==> src/rtl/kcd_pkg.sv <==
// Package for the keyword command decoder: payload types, codes, keyword and color tables.
package kcd_pkg;

	typedef struct packed {
		logic [7:0] rx_byte;
		logic       end_of_command;
	} cmd_t;

	typedef struct packed {
		logic [3:0]  status;
		logic [7:0]  port_bits;
		logic [10:0] servo_compare;
		logic [7:0]  red_duty;
		logic [7:0]  green_duty;
		logic [7:0]  blue_duty;
	} rsp_t;

	typedef struct packed {
		logic [2:0] led_lowest;
		logic [2:0] led_highest;
		logic [7:0] angle_limit;
	} cfg_t;

	typedef enum logic [1:0] {
		KW_LEDON  = 2'd0,
		KW_LEDOFF = 2'd1,
		KW_SERVO  = 2'd2,
		KW_COLOR  = 2'd3
	} kw_t;

	// Decoded command handed from the parser to the executor.
	typedef struct packed {
		logic       known;
		kw_t        kw;
		logic [7:0] number;
	} cmd_info_t;

	typedef enum logic [1:0] {
		REG_LED_LOWEST  = 2'd0,
		REG_LED_HIGHEST = 2'd1,
		REG_ANGLE_LIMIT = 2'd2
	} reg_index_t;

	localparam int          KwCount     = 4;
	localparam logic [4:0]  PosMax      = 5'd31;

	localparam logic [3:0]  ST_LEDON      = 4'd0;
	localparam logic [3:0]  ST_LEDOFF     = 4'd1;
	localparam logic [3:0]  ST_SERVO      = 4'd2;
	localparam logic [3:0]  ST_COLOR      = 4'd3;
	localparam logic [3:0]  ST_BAD_OFFSET = 4'd4;
	localparam logic [3:0]  ST_UNKNOWN    = 4'd8;

	// floor(n*999/180) = (n * ServoRecip) >> ServoShift for every 8-bit n
	localparam logic [18:0] ServoRecip  = 19'd363725;
	localparam int          ServoShift  = 16;
	localparam logic [11:0] ServoBase   = 12'd999;
	localparam logic [11:0] ServoMax    = 12'd1998;

	localparam logic [2:0]  LedLowestRst  = 3'd4;
	localparam logic [2:0]  LedHighestRst = 3'd7;
	localparam logic [7:0]  AngleLimitRst = 8'd180;

	localparam logic [7:0]  CharZero = 8'h30;
	localparam logic [7:0]  CharNine = 8'h39;

	function automatic logic [4:0] kw_len(input logic [1:0] k);
		case (k)
			KW_LEDOFF: kw_len = 5'd6;
			default:   kw_len = 5'd5;
		endcase
	endfunction

	// Character of keyword k at position pos; only meaningful below kw_len(k).
	function automatic logic [7:0] kw_char(input logic [1:0] k, input logic [2:0] pos);
		logic [47:0] txt;
		case (k)
			KW_LEDON:  txt = {"ledon", 8'h00};
			KW_LEDOFF: txt = "ledoff";
			KW_SERVO:  txt = {"servo", 8'h00};
			default:   txt = {"color", 8'h00};
		endcase
		case (pos)
			3'd0:    kw_char = txt[47:40];
			3'd1:    kw_char = txt[39:32];
			3'd2:    kw_char = txt[31:24];
			3'd3:    kw_char = txt[23:16];
			3'd4:    kw_char = txt[15:8];
			3'd5:    kw_char = txt[7:0];
			default: kw_char = 8'h00;
		endcase
	endfunction

	// Duty triple {red, green, blue} for color index 0..2.
	function automatic logic [23:0] color_duty(input logic [1:0] idx);
		case (idx)
			2'd0:    color_duty = {8'd254, 8'd254, 8'd1};
			2'd1:    color_duty = {8'd1, 8'd254, 8'd254};
			default: color_duty = {8'd254, 8'd254, 8'd254};
		endcase
	endfunction

endpackage

==> src/rtl/keyword_command_decoder_unit.sv <==
// Top level of the keyword command decoder: input stage, parser, executor, config registers.
//
// Channel  | Direction | Handshake             | Beat
// ---------+-----------+-----------------------+------------------------------------
// cmd      | in        | cmd_valid / cmd_stall | one received byte + end flag
// rsp      | out       | rsp_valid / rsp_stall | status and register values per command
// cfg      | in        | cfg_valid / cfg_ready | register index and write data
//
// One byte per cycle while cmd_stall is low: a beat lands in the input register, where
// the parser and executor act on it, and an end beat then fills the result register.
// A command's result passes the input register and then the result register.
// Only an end beat waits on the result register; other bytes always advance, so
// cmd_stall rises only while an end beat sits in front of a full, stalled result.
// Reset clears the parse state, the LED port, servo and color registers and the
// config registers to their defaults; cfg is always ready.
module keyword_command_decoder_unit import kcd_pkg::*; (
	input  logic       clk,
	input  logic       arst_n,
	input  logic       cmd_valid,
	output logic       cmd_stall,
	input  cmd_t       cmd,
	output logic       rsp_valid,
	input  logic       rsp_stall,
	output rsp_t       rsp,
	input  logic       cfg_valid,
	output logic       cfg_ready,
	input  logic [1:0] cfg_index,
	input  logic [7:0] cfg_data
);

	logic      valid_s1;
	cmd_t      cmd_s1;
	logic      adv;
	logic      accept;
	logic      free;
	cfg_t      cfg_q;
	cmd_info_t info;

	// Advance the held beat unless it ends a command and the result slot is busy.
	assign adv       = valid_s1 && (!cmd_s1.end_of_command || free);
	assign cmd_stall = valid_s1 && !adv;
	assign accept    = cmd_valid && !cmd_stall;
	assign cfg_ready = 1'b1;

	always_ff @(posedge clk or negedge arst_n) begin
		if (!arst_n) begin
			valid_s1 <= 1'b0;
		end else if (accept) begin
			valid_s1 <= 1'b1;
		end else if (adv) begin
			valid_s1 <= 1'b0;
		end
	end

	// Hold the payload until a new beat is taken.
	always_ff @(posedge clk) begin
		if (accept) begin
			cmd_s1 <= cmd;
		end
	end

	// Config writes; drop any index past the register list.
	always_ff @(posedge clk or negedge arst_n) begin
		if (!arst_n) begin
			cfg_q.led_lowest  <= LedLowestRst;
			cfg_q.led_highest <= LedHighestRst;
			cfg_q.angle_limit <= AngleLimitRst;
		end else if (cfg_valid && cfg_ready) begin
			case (cfg_index)
				REG_LED_LOWEST:  cfg_q.led_lowest  <= cfg_data[2:0];
				REG_LED_HIGHEST: cfg_q.led_highest <= cfg_data[2:0];
				REG_ANGLE_LIMIT: cfg_q.angle_limit <= cfg_data;
				default: begin
				end
			endcase
		end
	end

	kcd_parser u_parser (
		.clk    (clk),
		.arst_n (arst_n),
		.adv    (adv),
		.cmd_s1 (cmd_s1),
		.info   (info)
	);

	kcd_exec u_exec (
		.clk       (clk),
		.arst_n    (arst_n),
		.load      (adv && cmd_s1.end_of_command),
		.info      (info),
		.cfg       (cfg_q),
		.rsp_stall (rsp_stall),
		.rsp_valid (rsp_valid),
		.rsp       (rsp),
		.free      (free)
	);

endmodule

==> src/rtl/kcd_parser.sv <==
// Keyword and number parser: holds the per-command parse state.
module kcd_parser import kcd_pkg::*; (
	input  logic      clk,
	input  logic      arst_n,
	input  logic      adv,
	input  cmd_t      cmd_s1,
	output cmd_info_t info
);

	logic [4:0] pos_q;
	logic [3:0] alive_q;
	logic       in_digits_q;
	logic       bad_q;
	logic [7:0] num_q;

	logic [4:0] pos_n;
	logic [3:0] alive_n;
	logic       in_digits_n;
	logic       bad_n;
	logic [7:0] num_n;
	logic [3:0] match;
	logic [3:0] done_now;
	logic [3:0] done_next;
	logic [3:0] mask;
	logic       dig;
	logic [7:0] digit;

	always_comb begin
		dig   = (cmd_s1.rx_byte >= CharZero) && (cmd_s1.rx_byte <= CharNine);
		digit = cmd_s1.rx_byte - CharZero;
		for (int k = 0; k < KwCount; k++) begin
			match[k]    = alive_q[k] && (pos_q < kw_len(2'(k))) &&
			              (kw_char(2'(k), pos_q[2:0]) == cmd_s1.rx_byte);
			done_now[k] = alive_q[k] && (kw_len(2'(k)) == pos_q);
		end

		pos_n       = pos_q;
		alive_n     = alive_q;
		in_digits_n = in_digits_q;
		bad_n       = bad_q;
		num_n       = num_q;
		if (in_digits_q) begin
			if (dig) begin
				num_n = {num_q[4:0], 3'b000} + {num_q[6:0], 1'b0} + digit;
			end else begin
				bad_n = 1'b1;
			end
		end else if (dig) begin
			if (done_now == 4'd0) begin
				bad_n = 1'b1;
			end else begin
				alive_n     = done_now;
				in_digits_n = 1'b1;
				num_n       = digit;
			end
		end else begin
			alive_n = match;
			if (pos_q != PosMax) begin
				pos_n = pos_q + 5'd1;
			end
		end

		for (int k = 0; k < KwCount; k++) begin
			done_next[k] = alive_n[k] && (kw_len(2'(k)) == pos_n);
		end
		mask = in_digits_n ? alive_n : done_next;

		info.known  = !bad_n && (mask != 4'd0);
		info.number = num_n;
		if (mask[0]) begin
			info.kw = KW_LEDON;
		end else if (mask[1]) begin
			info.kw = KW_LEDOFF;
		end else if (mask[2]) begin
			info.kw = KW_SERVO;
		end else begin
			info.kw = KW_COLOR;
		end
	end

	// Clear after an end beat, else take the updated state.
	always_ff @(posedge clk or negedge arst_n) begin
		if (!arst_n) begin
			pos_q       <= '0;
			alive_q     <= '1;
			in_digits_q <= 1'b0;
			bad_q       <= 1'b0;
			num_q       <= '0;
		end else if (adv) begin
			if (cmd_s1.end_of_command) begin
				pos_q       <= '0;
				alive_q     <= '1;
				in_digits_q <= 1'b0;
				bad_q       <= 1'b0;
				num_q       <= '0;
			end else begin
				pos_q       <= pos_n;
				alive_q     <= alive_n;
				in_digits_q <= in_digits_n;
				bad_q       <= bad_n;
				num_q       <= num_n;
			end
		end
	end

endmodule

==> src/rtl/kcd_exec.sv <==
// Command executor: LED port, servo and color registers plus the result register.
module kcd_exec import kcd_pkg::*; (
	input  logic      clk,
	input  logic      arst_n,
	input  logic      load,
	input  cmd_info_t info,
	input  cfg_t      cfg,
	input  logic      rsp_stall,
	output logic      rsp_valid,
	output rsp_t      rsp,
	output logic      free
);

	logic [7:0]  port_q;
	logic [10:0] servo_q;
	logic [7:0]  red_q;
	logic [7:0]  green_q;
	logic [7:0]  blue_q;
	logic        rsp_valid_q;
	rsp_t        rsp_q;

	logic [7:0]  port_n;
	logic [10:0] servo_n;
	logic [23:0] color_n;
	logic [3:0]  status;
	logic [26:0] prod;
	logic [11:0] scaled;
	logic        led_ok;
	logic [7:0]  bit_mask;

	always_comb begin
		prod     = {11'd0, info.number} * {8'd0, ServoRecip};
		scaled   = {1'b0, prod[ServoShift +: 11]} + ServoBase;
		led_ok   = (info.number >= {5'd0, cfg.led_lowest}) &&
		           (info.number <= {5'd0, cfg.led_highest});
		bit_mask = 8'd1 << info.number[2:0];

		port_n  = port_q;
		servo_n = servo_q;
		color_n = {red_q, green_q, blue_q};
		status  = ST_UNKNOWN;
		if (info.known) begin
			status = ST_BAD_OFFSET + {2'b00, info.kw};
			case (info.kw)
				KW_LEDON: begin
					if (led_ok) begin
						port_n = port_q | bit_mask;
						status = ST_LEDON;
					end
				end
				KW_LEDOFF: begin
					if (led_ok) begin
						port_n = port_q & ~bit_mask;
						status = ST_LEDOFF;
					end
				end
				KW_SERVO: begin
					if (info.number <= cfg.angle_limit) begin
						servo_n = (scaled > ServoMax) ? ServoMax[10:0] : scaled[10:0];
						status  = ST_SERVO;
					end
				end
				default: begin
					if (info.number <= 8'd2) begin
						color_n = color_duty(info.number[1:0]);
						status  = ST_COLOR;
					end
				end
			endcase
		end
	end

	always_ff @(posedge clk or negedge arst_n) begin
		if (!arst_n) begin
			port_q  <= '0;
			servo_q <= '0;
			red_q   <= '0;
			green_q <= '0;
			blue_q  <= '0;
		end else if (load) begin
			port_q  <= port_n;
			servo_q <= servo_n;
			red_q   <= color_n[23:16];
			green_q <= color_n[15:8];
			blue_q  <= color_n[7:0];
		end
	end

	always_ff @(posedge clk or negedge arst_n) begin
		if (!arst_n) begin
			rsp_valid_q <= 1'b0;
		end else if (load) begin
			rsp_valid_q <= 1'b1;
		end else if (!rsp_stall) begin
			rsp_valid_q <= 1'b0;
		end
	end

	always_ff @(posedge clk) begin
		if (load) begin
			rsp_q.status        <= status;
			rsp_q.port_bits     <= port_n;
			rsp_q.servo_compare <= servo_n;
			rsp_q.red_duty      <= color_n[23:16];
			rsp_q.green_duty    <= color_n[15:8];
			rsp_q.blue_duty     <= color_n[7:0];
		end
	end

	assign free      = !rsp_valid_q || !rsp_stall;
	assign rsp_valid = rsp_valid_q;
	assign rsp       = rsp_q;

endmodule
==> config.mk <==
export PLATFORM = sky130hd
export DESIGN_NAME = keyword_command_decoder_unit
export DESIGN_NICKNAME = d
export VERILOG_FILES = /design/src/rtl/kcd_pkg.sv /design/src/rtl/keyword_command_decoder_unit.sv /design/src/rtl/kcd_parser.sv /design/src/rtl/kcd_exec.sv
export SDC_FILE = /design/constraint.sdc
export NUM_CORES = 1
export LEC_CHECK = 0
export ABC_AREA = 0
export BUFFER_PORTS_ARGS = -buffer_cell sky130_fd_sc_hd__buf_4
export CAP_MARGIN = 20
export CORE_MARGIN = 5
export CORE_UTILIZATION = 50
export CTS_CLUSTER_DIAMETER = 60
export CTS_CLUSTER_SIZE = 20
export DETAILED_ROUTE_END_ITERATION = 8
export PLACE_DENSITY = 0.68
export SLEW_MARGIN = 20
export SYNTH_ARGS = -nofsm -noshare
export SYNTH_HDL_FRONTEND = slang
export SYNTH_SLANG_ARGS = --single-unit
==> constraint.sdc <==
create_clock -name clk -period 8.8 [get_ports clk]
set_input_delay 1.76 -clock clk [delete_from_list [all_inputs] [get_ports clk]]
set_output_delay 1.76 -clock clk [all_outputs]
set_load 0.1 [all_outputs]
---- After elaboration in Yosys (flattened, before gate mapping) ----
Index checks and enable logic that the tools add are counted.
word-level totals
  register bits after elaboration ......... 134
  bits in latches ......................... 0
  memory bits (writable) .................. 0
  ROM bits ................................ 0
  bits of input ports ..................... 24
  output and inout port bits .............. 50
  word-level logic and storage cells ...... 158
  memories ................................ 0
operators by class
  $add $sub $neg .......................... 6
  $mul .................................... 1
  div/mod/pow operators ................... 0
  $lt $le $gt $ge ......................... 9
  equality and inequality tests ........... 20
  shift-type cells ........................ 1
  muxes and demuxes ....................... 51
  bitwise logic cells ..................... 3
  reductions and logical operators ........ 44
operators with widths
  cell                                                                                  number
  7-bit one-hot mux with 5 select lines                                                 3
  24-bit two-way mux                                                                    3
  8-bit two-way mux                                                                     8
  24-bit one-hot mux with 2 select lines                                                1
  11-bit two-way mux                                                                    4
  4-bit two-way mux                                                                     9
  7-bit by 8-bit equality test with 1-bit output                                        4
  7-bit one-hot mux with 4 select lines                                                 1
  8-bit by 19-bit multiplier with 27-bit output (second input constant)                 1
  1-bit logical AND                                                                     23
  3-bit by 5-bit equality test with 1-bit output (first input constant)                 4
  5-bit two-way mux                                                                     4
  8-bit adder                                                                           2
  8-bit one-hot mux with 2 select lines                                                 1
  1-bit two-way mux                                                                     14
  11-bit by 10-bit adder with 12-bit output (second input constant)                     1
  12-bit by 11-bit greater-than comparator with 1-bit output (second input constant)    1
  4-bit one-hot mux with 3 select lines                                                 1
  5-bit by 3-bit less-than comparator with 1-bit output (second input constant)         2
  8-bit bitwise AND                                                                     1
  8-bit by 3-bit greater-or-equal comparator with 1-bit output                          1
  8-bit by 6-bit greater-or-equal comparator with 1-bit output (second input constant)  1
  8-bit by 2-bit <= comparator with 1-bit output (second input constant)                1
  8-bit by 3-bit <= comparator with 1-bit output                                        1
  other kinds (26)                                                                      43

---- Depth between registers and ports, before layout ----
  depth after elaboration ................. 16
  depth in mapped cells ................... 36
  gate-level depth less buffers ........... 32

---- Modules after synthesis ----
A second synthesis with hierarchy kept.
second synthesis, totals
  cell total of the unflattened synthesis .. 999
  area, all modules ....................... 10173.5 um^2
by module, submodules not included
  module                        instances  cells each  area an instance (um^2)  seq. area each (um^2)
  kcd_exec                      1          674         7050.5                   2512.4
  kcd_parser                    1          275         2210.9                   480.5
  keyword_command_decoder_unit  1          50          912.1                    655.6

---- Worst setup path after synthesis ----
Ideal clock, no wire load.
  path type ............................... register -> register
  start point ............................. register cmd_s1[5] (netlist name)
  end point ............................... register u_exec.rsp_q (netlist bit u_exec.rsp[32]), data pin
  setup time .............................. 260 ps
  data arrival time ....................... 7875 ps
  data required time ...................... 8540 ps
  slack ................................... 665 ps
  stages on the path, launching flop included .. 27
  buffers on the path ..................... 0
  clock period less this slack ............ 8135 ps
  cell sequence ........................... edfxtp_1 -> ha_1 -> inv_1 -> fa_1 -> inv_1 -> ha_1 -> a21oi_1 -> xor2_1 -> o21ai_0 -> ha_1 -> inv_1 -> fa_1 -> fa_1 -> fa_1 -> inv_1 -> ha_1 -> o211ai_1 -> a2111oi_0 -> a211oi_1 -> o31ai_1 -> a221oi_1 -> and3b_1 -> or4_4 -> or4_4 -> and2_4 -> or3b_1 -> mux2_2
between the ends
  word-level cells in the longest chain between the ends .. 13
  elaborated cells between the ends (all ways) .. 48
  classes of those cells .................. add/sub (3); mul (1); order compare (4); eq/ne (7); mux (21); reduce/logical (12)
RTL lines
  item                                                                                                    line            RTL
  parallel branches: the longest is 12 deep, another holds 8-bit by 19-bit multiplier with 27-bit output  n/a
  11-bit two-way mux *                                                                                    kcd_exec.sv:42  if (info.known) begin
  named net u_exec.servo_n[8]                                                                             kcd_exec.sv:23  logic [10:0] servo_n;
  end, declared                                                                                           kcd_exec.sv:20  rsp_t rsp_q;
Mark *: on every way through the listed nets, which the timed path passes.
A chain may end at the register's enable or synchronous reset.

---- Worst setup path in the final report ----
  start point ............................. register cmd_s1[5] (netlist name)
  end point ............................... register u_exec.rsp_q (netlist bit u_exec.rsp[32]), data pin
between the ends
  word-level cells in the longest chain between the ends .. 13
  elaborated cells between the ends (all ways) .. 48
  classes of those cells .................. add/sub (3); mul (1); order compare (4); eq/ne (7); mux (21); reduce/logical (12)
RTL lines
  item                                                                                                    line
  parallel branches: the longest is 12 deep, another holds 8-bit by 19-bit multiplier with 27-bit output  n/a
  11-bit two-way mux *                                                                                    kcd_exec.sv:42
  named net u_exec.servo_n[8]                                                                             kcd_exec.sv:23
Marked as above.

==> impl_metrics.yaml <==
critical_path:
  crit_slowest_cell: "or4_4"
  end_kind: "flip-flop"
  crit_start: "cmd_s1[5]"
  rr_startpoint: "cmd_s1[5]"
  critical_path_class: "reg -> reg"
  critPathBufInv: 8
  critPathLaunchType: "flip-flop"
  worst-path-max-fanout: 5
  critPathArrivalTime_ns: 8.52
  path_common_cell: "inv_1"
  required_ns: 8.97
  cpPeakStageDelay_ns: 0.58
  critPathTopFamily: "adder cells"
routing:
  drt_iter0_drc: 648
  final_antenna_net_count: 0
  vias: 8112
  wl_per_cell_um: 17.32
  drc_errors: 0
  routed_wl_um: 24430
  dr.pass1.iters: 5
  drt-vias-per-instance: 5.749
clock_network:
  numCtsBuffers: 17
  cts_tree: "yes"
  clk_path_buf_depth: 2
  root_buffer: "clkbuf_16"
  clock-sinks: 134
  clock_latency_ns: 0.43
  path_clk_slew_ns: 0.06
  cts-htree-levels: 4
layout:
  antenna_cells: 0
  area_growth_syn_to_layout_pct: 16.40
  fin_area_um2: 11690
  fillers: 1689
  fin_cells: 1411
  drive_above_1_share_pct: 19.55
  final_nets: 1291
  utilization_pct: 59.67
grt:
  grt_use_total_pct: 21.91
  grt_max_degree: 72
  grt.overflow.total: 0
  grt_pass1_wl_um: 39530
  antenna_found_initial: 0
  grt_pass1_vias: 7756
run_status:
  status: "finished clean"
die:
  die_h_um: 151.7
  row_count: 51
  die-area_um2: 23020
  coreArea_um2: 19590
  die_width_um: 151.7
  start_util_pct: 51.27
  ios: 74
yosys:
  ys_top_cells_by_area: "edfxtp_1, dfrtp_1, ha_1, fa_1, inv_1"
  yosys_most_used_dff: "dfrtp_1"
  yosys-top-cells-count: "inv_1, ha_1, nand2_1, dfrtp_1, o21ai_0"
  synth_compound_area_share_pct: 17.44
  syn_area_per_cell_um2: 9.676
  synth-edff-count: 56
  syn-cell-area_um2: 10040
  ys.warnings.count: 0
  ys_seq_area_share_pct: 36.33
  yosysTopAreaCell: "edfxtp_1"
  synthAdderAreaFrac_pct: 18.94
  yosys.area_share.simple_pct: 15.29
  yosysTopAreaCellShare_pct: 16.74
  netlist_instances: 1038
  synth_top_family_by_area: "adder cells"
  synth_fp_nets: 1196
  ys_ff_latch: 134
  synth-xor-area-share_pct: 2.703
  synth_most_common_cell: "inv_1"
  async_flop_share_pct: 58.21
  synthMuxAreaShare_pct: 3.476
  yosys.cell_types.count: 84
run:
  cap_violations: 0
power:
  irDropWorstVdd_v: 0.0001942
  p_leak_nw: 5.525
  pwr_density_cell_nw_per_um2: 271.4
sta:
  fin_crit_ns: 8.343
  hold_viol_final: 0
  hold_slack_ns: 0.4607
  fmax_ghz: 0.1199
  drv_slew: 0
  setup_viol: 0
  tightest_slew_ns: 0.9783
  relSlewSlack_pct: 34.78
  skew_ns: 0.008131
  finalCritPeriodShare_pct: 94.81
placed_design:
  hpwl_um: 18680
  placed_area_um2: 11030
  dp.cells: 1374
  io_buffers: 72
  gp_congestion: 0.9288
worst_hold_path:
  min_from: "u_exec.green_q[5]"
  min_path_type: "reg -> reg"
[metrics by stage]
step / setup TNS [ns] / setup slack [ns] / power (W)
floorplan: 0 / 0.6653 / 0.001987
global placement: 0 / 0.2954 / 0.002400
detailed placement: 0 / 0.1708 / 0.002419
CTS: 0 / 0.1322 / 0.003146
global route: -0.01423 / -0.008417 / 0.003435
finish: 0 / 0.4567 / 0.003173
[registers in the layout, indices dropped and copies added (netlist names)]
register / flops
u_exec.rsp_valid: 1
u_parser.alive_q: 4
u_parser.pos_q: 5
u_exec.green_q: 8
u_exec.servo_q: 11
u_exec.port_q: 8
cfg_q: 14
u_parser.in_digits_q: 1
u_exec.rsp: 47
cmd_s1: 9
u_parser.num_q: 8
u_exec.red_q: 8
u_parser.bad_q: 1
u_exec.blue_q: 8
valid_s1: 1
[per-layer routing]
layer	vias to the layer above	part of all wire (%)	wire length [um]	track usage, %
met5	-	0	0	0
met4	0	2.0	493	7.278
met3	39	4.6	1127	3.361
met2	235	48	11720	35.71
met1	3903	45	11090	30.03
li1	3935	-	-	-
[where the power goes]
| group | switching, W | internal [W] |
|---|---|---|
| logic | 0.00104 | 0.000677 |
| clock network | 0.000293 | 0.000424 |
| registers | 0.0000285 | 0.000706 |
[path summary, 6_finish.rpt]
kind / end / slack, ns / cells after the start
max: u_exec.rsp[32] / 0.46 / 31
min: u_exec.green_q[5] / 0.46 / 1
min reg2reg: u_exec.green_q[5] / 0.46 / 1
min in group asynchronous: cfg_q[6] / 1.14 / 1
max in group asynchronous: u_exec.green_q[1] / 6.51 / 2
max reg2reg: u_exec.rsp[32] / 0.46 / 31
[cell families (layout without fill, tap and decap cells)]
family,count (synthesis),after routing
XOR/XNOR,31,31
multiplexers,32,32
AND/OR/NAND/NOR,295,295
AO/OA/AOI/OAI,263,263
buffers and inverters,148,256
adder cells (fa/ha/maj),134,134
other,1,1
flip-flops,134,134
[timing repair]
item | in CTS | in global routing
hold buffers | 0 | 0
endpoints found under the setup margin | 0 | 18
hold endpoints to repair | 0 | 0
buffers inserted | 0 | 5
gates resized for setup | 0 | 5
[cell usage in the layout (no fill, tap or decap), types with 29 or more instances in the layout]
master    synthesis  routed
o21ai_0          63      63
fa_1             30      30
a21oi_1          61      59
buf_4             2     116
nor2_1           55      55
inv_1           107     106
nand2_1          77      77
edfxtp_1         56      56
ha_1            104     104
dfrtp_1          66      66
nor3_1           29      29
[area by class of cell]
class	instances	area (um^2)	area share (%)
Timing Repair Buffer	116	870.8	7.449
Multi-Input combinational cell	756	5834	49.91
Tap cell	265	331.6	2.836
Sequential cell	134	3649	31.21
Clock inverter	15	171.4	1.466
Clock buffer	17	425.4	3.639
Inverter	108	407.9	3.489
Power figures use the tool's default switching activity.
